==> src/rtl/dltq_pkg.sv <==
// Shared types and constants for the delta list timeout queue.
`default_nettype none
package dltq_pkg;
  localparam int OpW    = 2;
  localparam int IdW    = 16;
  localparam int IvW    = 24;
  localparam int OwnW   = 8;
  localparam int KindW  = 3;
  localparam int DeltaW = 24;
  localparam int TpW    = 16;
  localparam int MaxRes = 16;

  localparam logic [OpW-1:0] OP_SCHED   = 2'd0;
  localparam logic [OpW-1:0] OP_UNSCHED = 2'd1;
  localparam logic [OpW-1:0] OP_TICK    = 2'd2;

  localparam logic [KindW-1:0] K_SCHED   = 3'd0;
  localparam logic [KindW-1:0] K_FULL    = 3'd1;
  localparam logic [KindW-1:0] K_REMOVED = 3'd2;
  localparam logic [KindW-1:0] K_NOTFND  = 3'd3;
  localparam logic [KindW-1:0] K_EXPIRED = 3'd4;
  localparam logic [KindW-1:0] K_NONE    = 3'd5;

  localparam logic [DeltaW-1:0] DeltaMax = {DeltaW{1'b1}};

  typedef struct packed {
    logic [IdW-1:0]    id;
    logic [OwnW-1:0]   owner;
    logic [DeltaW-1:0] delta;
  } entry_t;

  // per-cycle command broadcast to every cell
  typedef struct packed {
    logic              ins;      // insert new entry at the selected cell
    logic              rem;      // remove entry at the selected cell
    logic              dec_head; // decrement head delta
    logic [DeltaW-1:0] rem_val;  // running remainder for insert
    entry_t            new_e;
  } cell_cmd_t;

  typedef struct packed {
    logic [OpW-1:0]  operation;
    logic [IdW-1:0]  timeout_id;
    logic [IvW-1:0]  interval;
    logic [OwnW-1:0] owner;
  } req_t;

  typedef struct packed {
    logic [KindW-1:0] kind;
    logic [IdW-1:0]   timeout_id_res;
    logic [OwnW-1:0]  owner_res;
    logic             last;
  } rsp_t;
endpackage
`default_nettype wire

==> src/rtl/dltq_if.sv <==
// Valid/ready channel interface carrying one beat of payload.
`default_nettype none
interface dltq_if #(parameter type T = logic) (input wire clk);
  logic valid;
  logic ready;
  T     data;
  modport source (output valid, output data, input ready);
  modport sink (input valid, input data, output ready);
endinterface
`default_nettype wire

==> src/rtl/delta_list_timeout_queue.sv <==
// Top level: delta list timeout queue with a chain of list cells.
//
// Channels: req (sink) carries operation, timeout_id, interval, owner; rsp
// (source) carries kind, timeout_id_res, owner_res, last. One beat on each
// channel transfers when valid and ready are high at a rising edge.
// tick_period is written through the APB port at byte address 0.
// After a request is accepted: a full table raises rsp valid at the accepting
// edge; unschedule walks the list; schedule runs the divider, then walks the
// list one entry at a time. The walk passes at most CAPACITY entries. A tick
// offers its first beat from S_TICK; further expiries follow after each beat is
// taken, at most 16 per tick.
// One item is worked at a time: the next request is accepted at the edge
// after the last result beat is taken.
// Reset empties the list and sets tick_period to 1. A stalled receiver
// holds the result register; the list and the next request wait until it drains.
`default_nettype none
module delta_list_timeout_queue #(
  parameter int CAPACITY = 16
) (
  input  wire         clk,
  input  wire         rst,
  dltq_if.sink        req,
  dltq_if.source      rsp,
  input  wire         psel,
  input  wire         penable,
  input  wire         pwrite,
  input  wire  [1:0]  paddr,
  input  wire  [31:0] pwdata,
  output logic [31:0] prdata,
  output logic        pready
);
  import dltq_pkg::*;
  localparam int IW = (CAPACITY > 1) ? $clog2(CAPACITY) : 1;
  localparam int CW = $clog2(CAPACITY + 1);

  localparam logic [2:0] S_IDLE = 3'd0, S_DIV = 3'd1, S_WALK = 3'd2,
                         S_DO = 3'd3, S_TICK = 3'd4;

  logic [TpW-1:0] tick_period;
  assign pready = 1'b1;
  always_comb prdata = (paddr == 2'd0) ? {16'd0, tick_period} : 32'd0;
  always_ff @(posedge clk) begin
    if (rst) tick_period <= TpW'(1);
    else if (psel && penable && pwrite && paddr == 2'd0) tick_period <= pwdata[TpW-1:0];
  end

  logic [2:0] state;
  req_t r;
  logic [CW-1:0] count;
  logic [4:0] nexp;
  logic out_v;
  rsp_t out_d;
  logic div_go, div_done;
  logic [IvW-1:0] quot;
  logic [CW-1:0] w;
  logic [IW-1:0] pos;
  logic hit;
  logic [DeltaW-1:0] rem_acc;

  logic [CAPACITY-1:0] cv;
  entry_t ce [CAPACITY];
  logic [CAPACITY-1:0] at_pos, past_pos, after_pos;
  cell_cmd_t cmd;
  logic do_ins, do_rem, do_dec;
  logic accept, sched_full, walk_stop, head_due, second_due, tick_last;
  entry_t cur;

  dltq_div u_div (.clk, .rst, .start(div_go), .dividend(r.interval),
                  .divisor(tick_period), .done(div_done), .quot(quot));

  always_comb begin
    for (int i = 0; i < CAPACITY; i++) begin
      at_pos[i] = pos == IW'(i);
      past_pos[i] = IW'(i) > pos;
    end
  end
  assign after_pos = at_pos << 1;

  always_comb begin
    cmd = '0;
    cmd.ins = do_ins;
    cmd.rem = do_rem;
    cmd.dec_head = do_dec;
    cmd.rem_val = rem_acc;
    cmd.new_e.id = r.timeout_id;
    cmd.new_e.owner = r.owner;
    cmd.new_e.delta = rem_acc;
  end

  for (genvar g = 0; g < CAPACITY; g++) begin : g_cell
    logic pv, nv;
    entry_t pe, ne;
    if (g == 0) begin : g_first
      assign pv = 1'b0;
      assign pe = '0;
    end else begin : g_prev
      assign pv = cv[g-1];
      assign pe = ce[g-1];
    end
    if (g == CAPACITY - 1) begin : g_last
      assign nv = 1'b0;
      assign ne = '0;
    end else begin : g_next
      assign nv = cv[g+1];
      assign ne = ce[g+1];
    end
    dltq_cell u_cell (
      .clk, .rst, .cmd,
      .at_pos(at_pos[g]), .past_pos(past_pos[g]), .after_pos(after_pos[g]),
      .is_head(g == 0),
      .prev_valid(pv), .prev_e(pe), .next_valid(nv), .next_e(ne),
      .valid(cv[g]), .e(ce[g])
    );
  end

  assign head_due = cv[0] && ce[0].delta == '0;
  if (CAPACITY > 1) begin : g_second
    assign second_due = cv[1] && ce[1].delta == '0;
  end else begin : g_no_second
    assign second_due = 1'b0;
  end
  assign tick_last = !second_due || nexp == 5'(MaxRes - 1);

  assign accept = req.valid && req.ready;
  assign sched_full = count == CW'(CAPACITY);

  always_comb begin
    cur = ce[w[IW-1:0]];
    if (w == count) walk_stop = 1'b1;
    else if (r.operation == OP_SCHED) walk_stop = cur.delta > rem_acc;
    else walk_stop = cur.id == r.timeout_id;
  end

  always_comb begin
    do_ins = (state == S_DO) && (r.operation == OP_SCHED);
    do_rem = ((state == S_DO) && (r.operation != OP_SCHED) && hit) ||
             ((state == S_TICK) && !out_v && head_due);
    do_dec = (state == S_TICK) && !out_v && !head_due;
  end

  assign req.ready = (state == S_IDLE) && !out_v;
  assign rsp.valid = out_v;
  assign rsp.data = out_d;

  always_ff @(posedge clk) begin
    if (rst) begin
      state <= S_IDLE;
      out_v <= 1'b0;
      count <= '0;
      nexp <= '0;
      div_go <= 1'b0;
    end else begin
      div_go <= accept && req.data.operation == OP_SCHED && !sched_full;
      if (out_v && rsp.ready) out_v <= 1'b0;
      case (state)
        S_IDLE: begin
          if (accept) begin
            r <= req.data;
            nexp <= '0;
            pos <= '0;
            w <= '0;
            hit <= 1'b0;
            case (req.data.operation)
              OP_SCHED: begin
                if (sched_full) begin
                  out_v <= 1'b1;
                  out_d <= '{K_FULL, req.data.timeout_id, req.data.owner, 1'b1};
                end else begin
                  state <= S_DIV;
                end
              end
              OP_UNSCHED: state <= S_WALK;
              OP_TICK: state <= S_TICK;
              default: ;
            endcase
          end
        end
        S_DIV: begin
          if (div_done) begin
            rem_acc <= quot;
            state <= S_WALK;
          end
        end
        S_WALK: begin
          if (walk_stop) begin
            pos <= w[IW-1:0];
            hit <= w != count;
            state <= S_DO;
          end else begin
            w <= w + CW'(1);
            if (r.operation == OP_SCHED) rem_acc <= rem_acc - cur.delta;
          end
        end
        S_DO: begin
          out_v <= 1'b1;
          state <= S_IDLE;
          if (r.operation == OP_SCHED) begin
            count <= count + CW'(1);
            out_d <= '{K_SCHED, r.timeout_id, r.owner, 1'b1};
          end else if (hit) begin
            count <= count - CW'(1);
            out_d <= '{K_REMOVED, r.timeout_id, ce[pos].owner, 1'b1};
          end else begin
            out_d <= '{K_NOTFND, r.timeout_id, '0, 1'b1};
          end
        end
        S_TICK: begin
          if (!out_v) begin
            out_v <= 1'b1;
            if (head_due) begin
              count <= count - CW'(1);
              nexp <= nexp + 5'd1;
              out_d <= '{K_EXPIRED, ce[0].id, ce[0].owner, tick_last};
              if (tick_last) state <= S_IDLE;
            end else begin
              out_d <= '{K_NONE, '0, '0, 1'b1};
              state <= S_IDLE;
            end
          end
        end
        default: state <= S_IDLE;
      endcase
    end
  end

  a_count_bound: assert property (@(posedge clk) disable iff (rst)
    count <= CW'(CAPACITY)) else $error("count overflow");
  a_ready_idle: assert property (@(posedge clk) disable iff (rst)
    req.ready |-> state == S_IDLE) else $error("ready outside idle");
  a_valid_prefix: assert property (@(posedge clk) disable iff (rst)
    $countones(cv) == int'(count)) else $error("valid bits disagree with count");
endmodule
`default_nettype wire

==> src/rtl/dltq_div.sv <==
// Restoring divider, one quotient bit per cycle.
`default_nettype none
module dltq_div (
  input  wire                          clk,
  input  wire                          rst,
  input  wire                          start,
  input  wire [dltq_pkg::IvW-1:0]     dividend,
  input  wire [dltq_pkg::TpW-1:0]     divisor,
  output logic                         done,
  output logic [dltq_pkg::IvW-1:0]    quot
);
  import dltq_pkg::*;
  logic [TpW:0] part;
  logic [TpW-1:0] dvs;
  logic [4:0] cnt;
  logic busy;
  logic [TpW+1:0] trial;
  logic [TpW:0] sh;

  always_comb begin
    sh = {part[TpW-1:0], quot[IvW-1]};
    trial = {1'b0, sh} - {2'b0, dvs};
  end

  always_ff @(posedge clk) begin
    done <= !rst && busy && !start && (cnt == 5'd1);
    if (rst) begin
      busy <= 1'b0;
      cnt <= '0;
    end else if (start) begin
      busy <= 1'b1;
      cnt <= 5'(IvW);
      part <= '0;
      quot <= dividend;
      dvs <= (divisor == '0) ? TpW'(1) : divisor;
    end else if (busy) begin
      if (!trial[TpW+1]) begin
        part <= trial[TpW:0];
        quot <= {quot[IvW-2:0], 1'b1};
      end else begin
        part <= sh;
        quot <= {quot[IvW-2:0], 1'b0};
      end
      cnt <= cnt - 5'd1;
      if (cnt == 5'd1) begin
        busy <= 1'b0;
      end
    end
  end
endmodule
`default_nettype wire

==> src/rtl/dltq_cell.sv <==
// One slot of the sorted delta list; shifts with its neighbors.
`default_nettype none
module dltq_cell (
  input  wire                    clk,
  input  wire                    rst,
  input  dltq_pkg::cell_cmd_t    cmd,
  input  wire                    at_pos,     // this cell is the selected slot
  input  wire                    past_pos,   // this cell lies beyond the selected slot
  input  wire                    after_pos,  // this cell directly follows the selected slot
  input  wire                    is_head,
  input  wire                    prev_valid,
  input  dltq_pkg::entry_t       prev_e,
  input  wire                    next_valid,
  input  dltq_pkg::entry_t       next_e,
  output logic                   valid,
  output dltq_pkg::entry_t       e
);
  import dltq_pkg::*;
  logic [DeltaW:0] sum;
  logic valid_next;
  entry_t e_next;

  assign sum = {1'b0, next_e.delta} + {1'b0, e.delta};

  always_comb begin
    valid_next = valid;
    e_next = e;
    if (cmd.ins) begin
      if (at_pos) begin
        valid_next = 1'b1;
        e_next = cmd.new_e;
      end else if (past_pos) begin
        valid_next = prev_valid;
        e_next = prev_e;
        if (after_pos) e_next.delta = prev_e.delta - cmd.rem_val;
      end
    end else if (cmd.rem) begin
      if (at_pos || past_pos) begin
        valid_next = next_valid;
        e_next = next_e;
        if (at_pos && next_valid) e_next.delta = sum[DeltaW] ? DeltaMax : sum[DeltaW-1:0];
      end
    end else if (cmd.dec_head && is_head && valid) begin
      e_next.delta = e.delta - DeltaW'(1);
    end
  end

  always_ff @(posedge clk) begin
    if (rst) begin
      valid <= 1'b0;
    end else begin
      valid <= valid_next;
    end
    e <= e_next;
  end
endmodule
`default_nettype wire

==> src/flat_wrapper.sv <==
// flat-port wrapper written by rule: the top's interface ports become plain ports
module delta_list_timeout_queue_flat import dltq_pkg::*;
#(
  parameter int CAPACITY = 16
)
  (clk, rst, psel, penable, pwrite, paddr, pwdata, prdata, pready, req_valid, req_data, req_ready, rsp_valid, rsp_data, rsp_ready);
  dltq_if #(.T(req_t)) req_i (.clk(clk));
  dltq_if #(.T(rsp_t)) rsp_i (.clk(clk));
  input  wire clk;
  input  wire rst;
  input  wire psel;
  input  wire penable;
  input  wire pwrite;
  input  wire  [1:0] paddr;
  input  wire  [31:0] pwdata;
  output logic [31:0] prdata;
  output logic pready;
  input wire logic [$bits(req_i.valid)-1:0] req_valid;
  input wire logic [$bits(req_i.data)-1:0] req_data;
  output wire logic [$bits(req_i.ready)-1:0] req_ready;
  output wire logic [$bits(rsp_i.valid)-1:0] rsp_valid;
  output wire logic [$bits(rsp_i.data)-1:0] rsp_data;
  input wire logic [$bits(rsp_i.ready)-1:0] rsp_ready;
  assign req_i.valid = req_valid;
  assign req_i.data = req_data;
  assign req_ready = req_i.ready;
  assign rsp_valid = rsp_i.valid;
  assign rsp_data = rsp_i.data;
  assign rsp_i.ready = rsp_ready;
  delta_list_timeout_queue #(.CAPACITY(CAPACITY)) u_core (.clk(clk), .rst(rst), .req(req_i), .rsp(rsp_i), .psel(psel), .penable(penable), .pwrite(pwrite), .paddr(paddr), .pwdata(pwdata), .prdata(prdata), .pready(pready));
endmodule
==> config.mk <==
export PLATFORM = sky130hd
export DESIGN_NAME = delta_list_timeout_queue_flat
export DESIGN_NICKNAME = d
export VERILOG_FILES = /design/src/rtl/dltq_pkg.sv /design/src/rtl/dltq_if.sv /design/src/rtl/delta_list_timeout_queue.sv /design/src/rtl/dltq_div.sv /design/src/rtl/dltq_cell.sv /design/src/flat_wrapper.sv
export SDC_FILE = /design/constraint.sdc
export NUM_CORES = 2
export LEC_CHECK = 0
export BUFFER_PORTS_ARGS = -buffer_cell sky130_fd_sc_hd__buf_2
export CORE_ASPECT_RATIO = 0.9
export CORE_UTILIZATION = 30
export DETAILED_ROUTE_END_ITERATION = 6
export PLACE_DENSITY = 0.4
export SLEW_MARGIN = 20
export SYNTH_ARGS = -nofsm -noshare
export SYNTH_HDL_FRONTEND = slang
export SYNTH_SLANG_ARGS = --single-unit
==> constraint.sdc <==
create_clock -name clk -period 10.4 [get_ports clk]
set_clock_uncertainty 0.1 [all_clocks]
set_input_delay 0 -clock clk [delete_from_list [all_inputs] [get_ports clk]]
set_output_delay 0 -clock clk [all_outputs]
set_load 0.02 [all_outputs]
==> results.json <==
{
  "drive_gt1_share_pct": 8.961,
  "grt_antenna_before_repair": 49,
  "vias_per_cell": 5.976,
  "finalHoldViolations": 0,
  "core_area_um2": 307600,
  "yosysWarnings": 0,
  "clkTransAtPathRegs_ns": 0.06,
  "yosysSeqAreaShare_pct": 31.41,
  "grt_overflow": 0,
  "via_count": 88770,
  "r2r-end": "u_core.rem_acc[3]",
  "cts_tree": "done",
  "grt_use_total_pct": 26.68,
  "synth_area_um2": 92930,
  "nNetsFinal": 11520,
  "fin_hold_ws_ns": 0.08379,
  "worstHoldPathType": "input pin to register",
  "hp-start": "req_data[1]",
  "maxCapViolCount": 0,
  "power-per-cell-area_nw_per_um2": 123.8,
  "num_rows": 193,
  "finalSetupTns_ns": 0,
  "port_buffers": 120,
  "cts_setup_buffers": 0,
  "root_buffer": "clkbuf_16",
  "grt_pass1_vias": 83320,
  "clock-sinks": 990,
  "place.gp.congestion": 0.9195,
  "final_area_um2": 104500,
  "reg2reg_depth": 18,
  "numCtsBuffers": 148,
  "r2r-start": "u_core.w[0]",
  "ys_ff_latch": 990,
  "wire_per_inst_um": 29.09,
  "path_class": "register to register",
  "ctsHtreeMaxLevel": 4,
  "finalSetupViolCount": 0,
  "critPathMaxFanout": 47,
  "drv_slew": 0,
  "drt_pre_antenna_iters": 7,
  "crit_path_end_kind": "register",
  "die_w_um": 588.7,
  "critPathMaxStageDelay_ns": 0.59,
  "ios": 154,
  "ys_types": 112,
  "wl_mm": 432.1,
  "layout_common_cells": "1453 x nand2_1, 936 x edfxtp_1, 906 x o21ai_0",
  "rsz0062_at_grt": "no",
  "crit_path_frequent_cell": "a21oi_1",
  "start_util_pct": 30.21,
  "dpl_cell_area_um2": 98160,
  "grt_start_max_net_pins": 276,
  "critical-path-top-delay-family": "compound AO/OA/AOI/OAI gates",
  "synth_edf_count": 936,
  "reg2reg_slack_ns": 3.72,
  "crit_slowest_cell": "mux4_2",
  "crit_arrival_ns": 7.04,
  "post-route-drc-count": 0,
  "place_inst": 14410,
  "cp.buffers_inverters": 3,
  "irDropWorstVdd_uv": 110.5,
  "cp-startpoint": "u_core.w[0]",
  "whs_path_depth": 4,
  "cp_cell_sequence": "buf_12 > buf_4 > mux4_2 > mux4_2 > ha_1 > fa_1 > nand2b_1 > a21oi_1 > o31ai_1 > o21ai_0 > a221oi_1 > a21oi_1 > a21oi_1 > o31ai_1 > o311a_1 > nand2_1 > o32ai_4 > buf_4",
  "hpwl_mm": 301.4,
  "ys.flop_type": "edfxtp_1",
  "worstSkewPairLatency_ns": 0.85,
  "fin_crit_sh_pct": 64.24,
  "drt_iter0_drc": 9150,
  "leakagePower_nw": 39.47,
  "worst_slew_pin_slew_ns": 1.218,
  "syn_to_final_growth_pct": 12.48,
  "synth_area_per_cell_um2": 8.719,
  "required_ns": 10.76,
  "fin_crit_ns": 6.681,
  "detail-route-antenna-nets": 0,
  "n_fill_cell": 31700,
  "fmax_ghz": 0.1497,
  "die_h_um": 530.0,
  "min_to": "u_core.rsp.data[2]",
  "final_common_cell": "nand2_1",
  "async_flop_share_pct": 0,
  "worstSetupStartpointType": "register",
  "dieArea_um2": 312000,
  "grt_pass1_wl_mm": 612.1,
  "syn_inst": 10660,
  "slew_headroom_pct": 18.81,
  "clk_path_buf_depth": 4,
  "outcome": "finished clean",
  "layout.cells.non_filler": 14860
}
stage by stage:
step / util (%) / total power [mW] / worst slack [ns]
after detailed placement: 31.91 / 7.882 / 3.745
final: 33.98 / 12.94 / 3.719
after floorplan: - / 6.631 / 3.081
after global placement: 31.88 / 7.866 / 3.743
after global routing: 33.97 / 13.37 / 3.437
after CTS: 33.95 / 13.01 / 3.708
sequential cells by signal (all words and copies together) (netlist names), 3 cells and up:
| register | count |
|---|---|
| u_core.g_cell.u_cell.e | 768 |
| u_core.rsp.data | 28 |
| u_core.r | 26 |
| u_core.cmd | 24 |
| u_core.rem_acc | 24 |
| u_core.u_div.quot | 24 |
| u_core.g_cell.u_cell.valid | 16 |
| u_core.tick_period | 16 |
| u_core.u_div.dvs | 16 |
| u_core.u_div.part | 16 |
| u_core.count | 5 |
| u_core.nexp | 5 |
| u_core.u_div.cnt | 5 |
| u_core.w | 5 |
| u_core.pos | 4 |
| u_core.state | 3 |
kinds of logic (layout without fill, tap and decap cells):
kind of cell | Yosys count | in the layout | share of synthesized area, %
XOR/XNOR | 582 | 582 | 5.485
other | 2 | 30 | 0.008081
AND/OR/NAND/NOR | 3334 | 3334 | 15.98
adder cells (fa/ha/maj) | 789 | 789 | 10.88
multiplexers | 320 | 320 | 6.574
AO/OA/AOI/OAI | 3638 | 3638 | 25.42
buffers and inverters | 1004 | 1077 | 4.244
flip-flops | 990 | 990 | 31.41
Yosys cell counts (43+ instances only):
cell / count / area share [%]
nand3_1: 181 / 0.97
a22oi_1: 43 / 0.35
o22ai_1: 75 / 0.50
clkbuf_1: 561 / 2.3
nor2b_1: 121 / 0.81
or3_1: 67 / 0.45
buf_2: 55 / 0.30
buf_1: 62 / 0.25
and3_1: 76 / 0.51
a31oi_1: 402 / 2.7
o21a_1: 117 / 0.95
inv_1: 301 / 1.2
nor3_1: 145 / 0.78
o221ai_1: 326 / 3.1
ha_1: 757 / 10
nor2_1: 866 / 3.5
nand2b_1: 147 / 0.99
mux4_2: 229 / 5.5
o21bai_1: 73 / 0.59
a211oi_1: 129 / 1.0
o31ai_1: 52 / 0.42
dfxtp_1: 54 / 1.2
and2_1: 65 / 0.44
o21ai_0: 907 / 4.9
nand2_1: 1463 / 5.9
mux2i_1: 58 / 0.62
xor2_1: 199 / 1.9
a21o_1: 255 / 2.1
a21oi_1: 727 / 3.9
o211ai_1: 182 / 1.5
edfxtp_1: 936 / 30
xnor2_1: 383 / 3.6
routing by layer:
layer	vias to the layer above	global-route usage (%)	share of wire, %
li1	40400	-	-
met2	3408	41.43	44
met3	522	4.082	7.0
met1	44440	38.17	47
met4	10	7.488	2.9
met5	-	0	0.015
worst max-delay path by stage:
stage / endpoint / cells after the start
global placement: u_core.rem_acc[4] / 18
global route: u_core.rem_acc[3] / 18
CTS: u_core.rem_acc[3] / 18
floorplan: u_core.rem_acc[0] / 20
detailed placement: u_core.rem_acc[4] / 18
finish: u_core.rem_acc[3] / 18
timing repair:
item,4_1_cts,5_1_grt
setup endpoints to repair,0,0
resized for setup,0,0
hold endpoints to repair,142,0
hold buffers,172,0
tightest hold or removal path, stage by stage:
cell	delay, ns
dlygate4sd3_1	0.57
buf_2	0.13
a222oi_1	0.06
nand2_1	0.12
cell type report:
class | instances | area, um2 | share of cell area [%]
Clock buffer | 191 | 4084 | 3.907
Timing Repair Buffer | 518 | 4172 | 3.991
Inverter | 302 | 1135 | 1.086
Clock inverter | 66 | 476.7 | 0.4560
Antenna cell | 13 | 32.53 | 0.03112
Tap cell | 4095 | 5124 | 4.901
Sequential cell | 990 | 29190 | 27.92
Multi-Input combinational cell | 8680 | 60320 | 57.71
power breakdown:
group	switching (mW)	total (mW)	internal, mW
registers	0.161	4.64	4.48
clock network	2.14	5.04	2.90
logic	2.14	3.26	1.12
total	4.44	12.9	8.50
No activity file was read; power rests on OpenSTA's default activity.
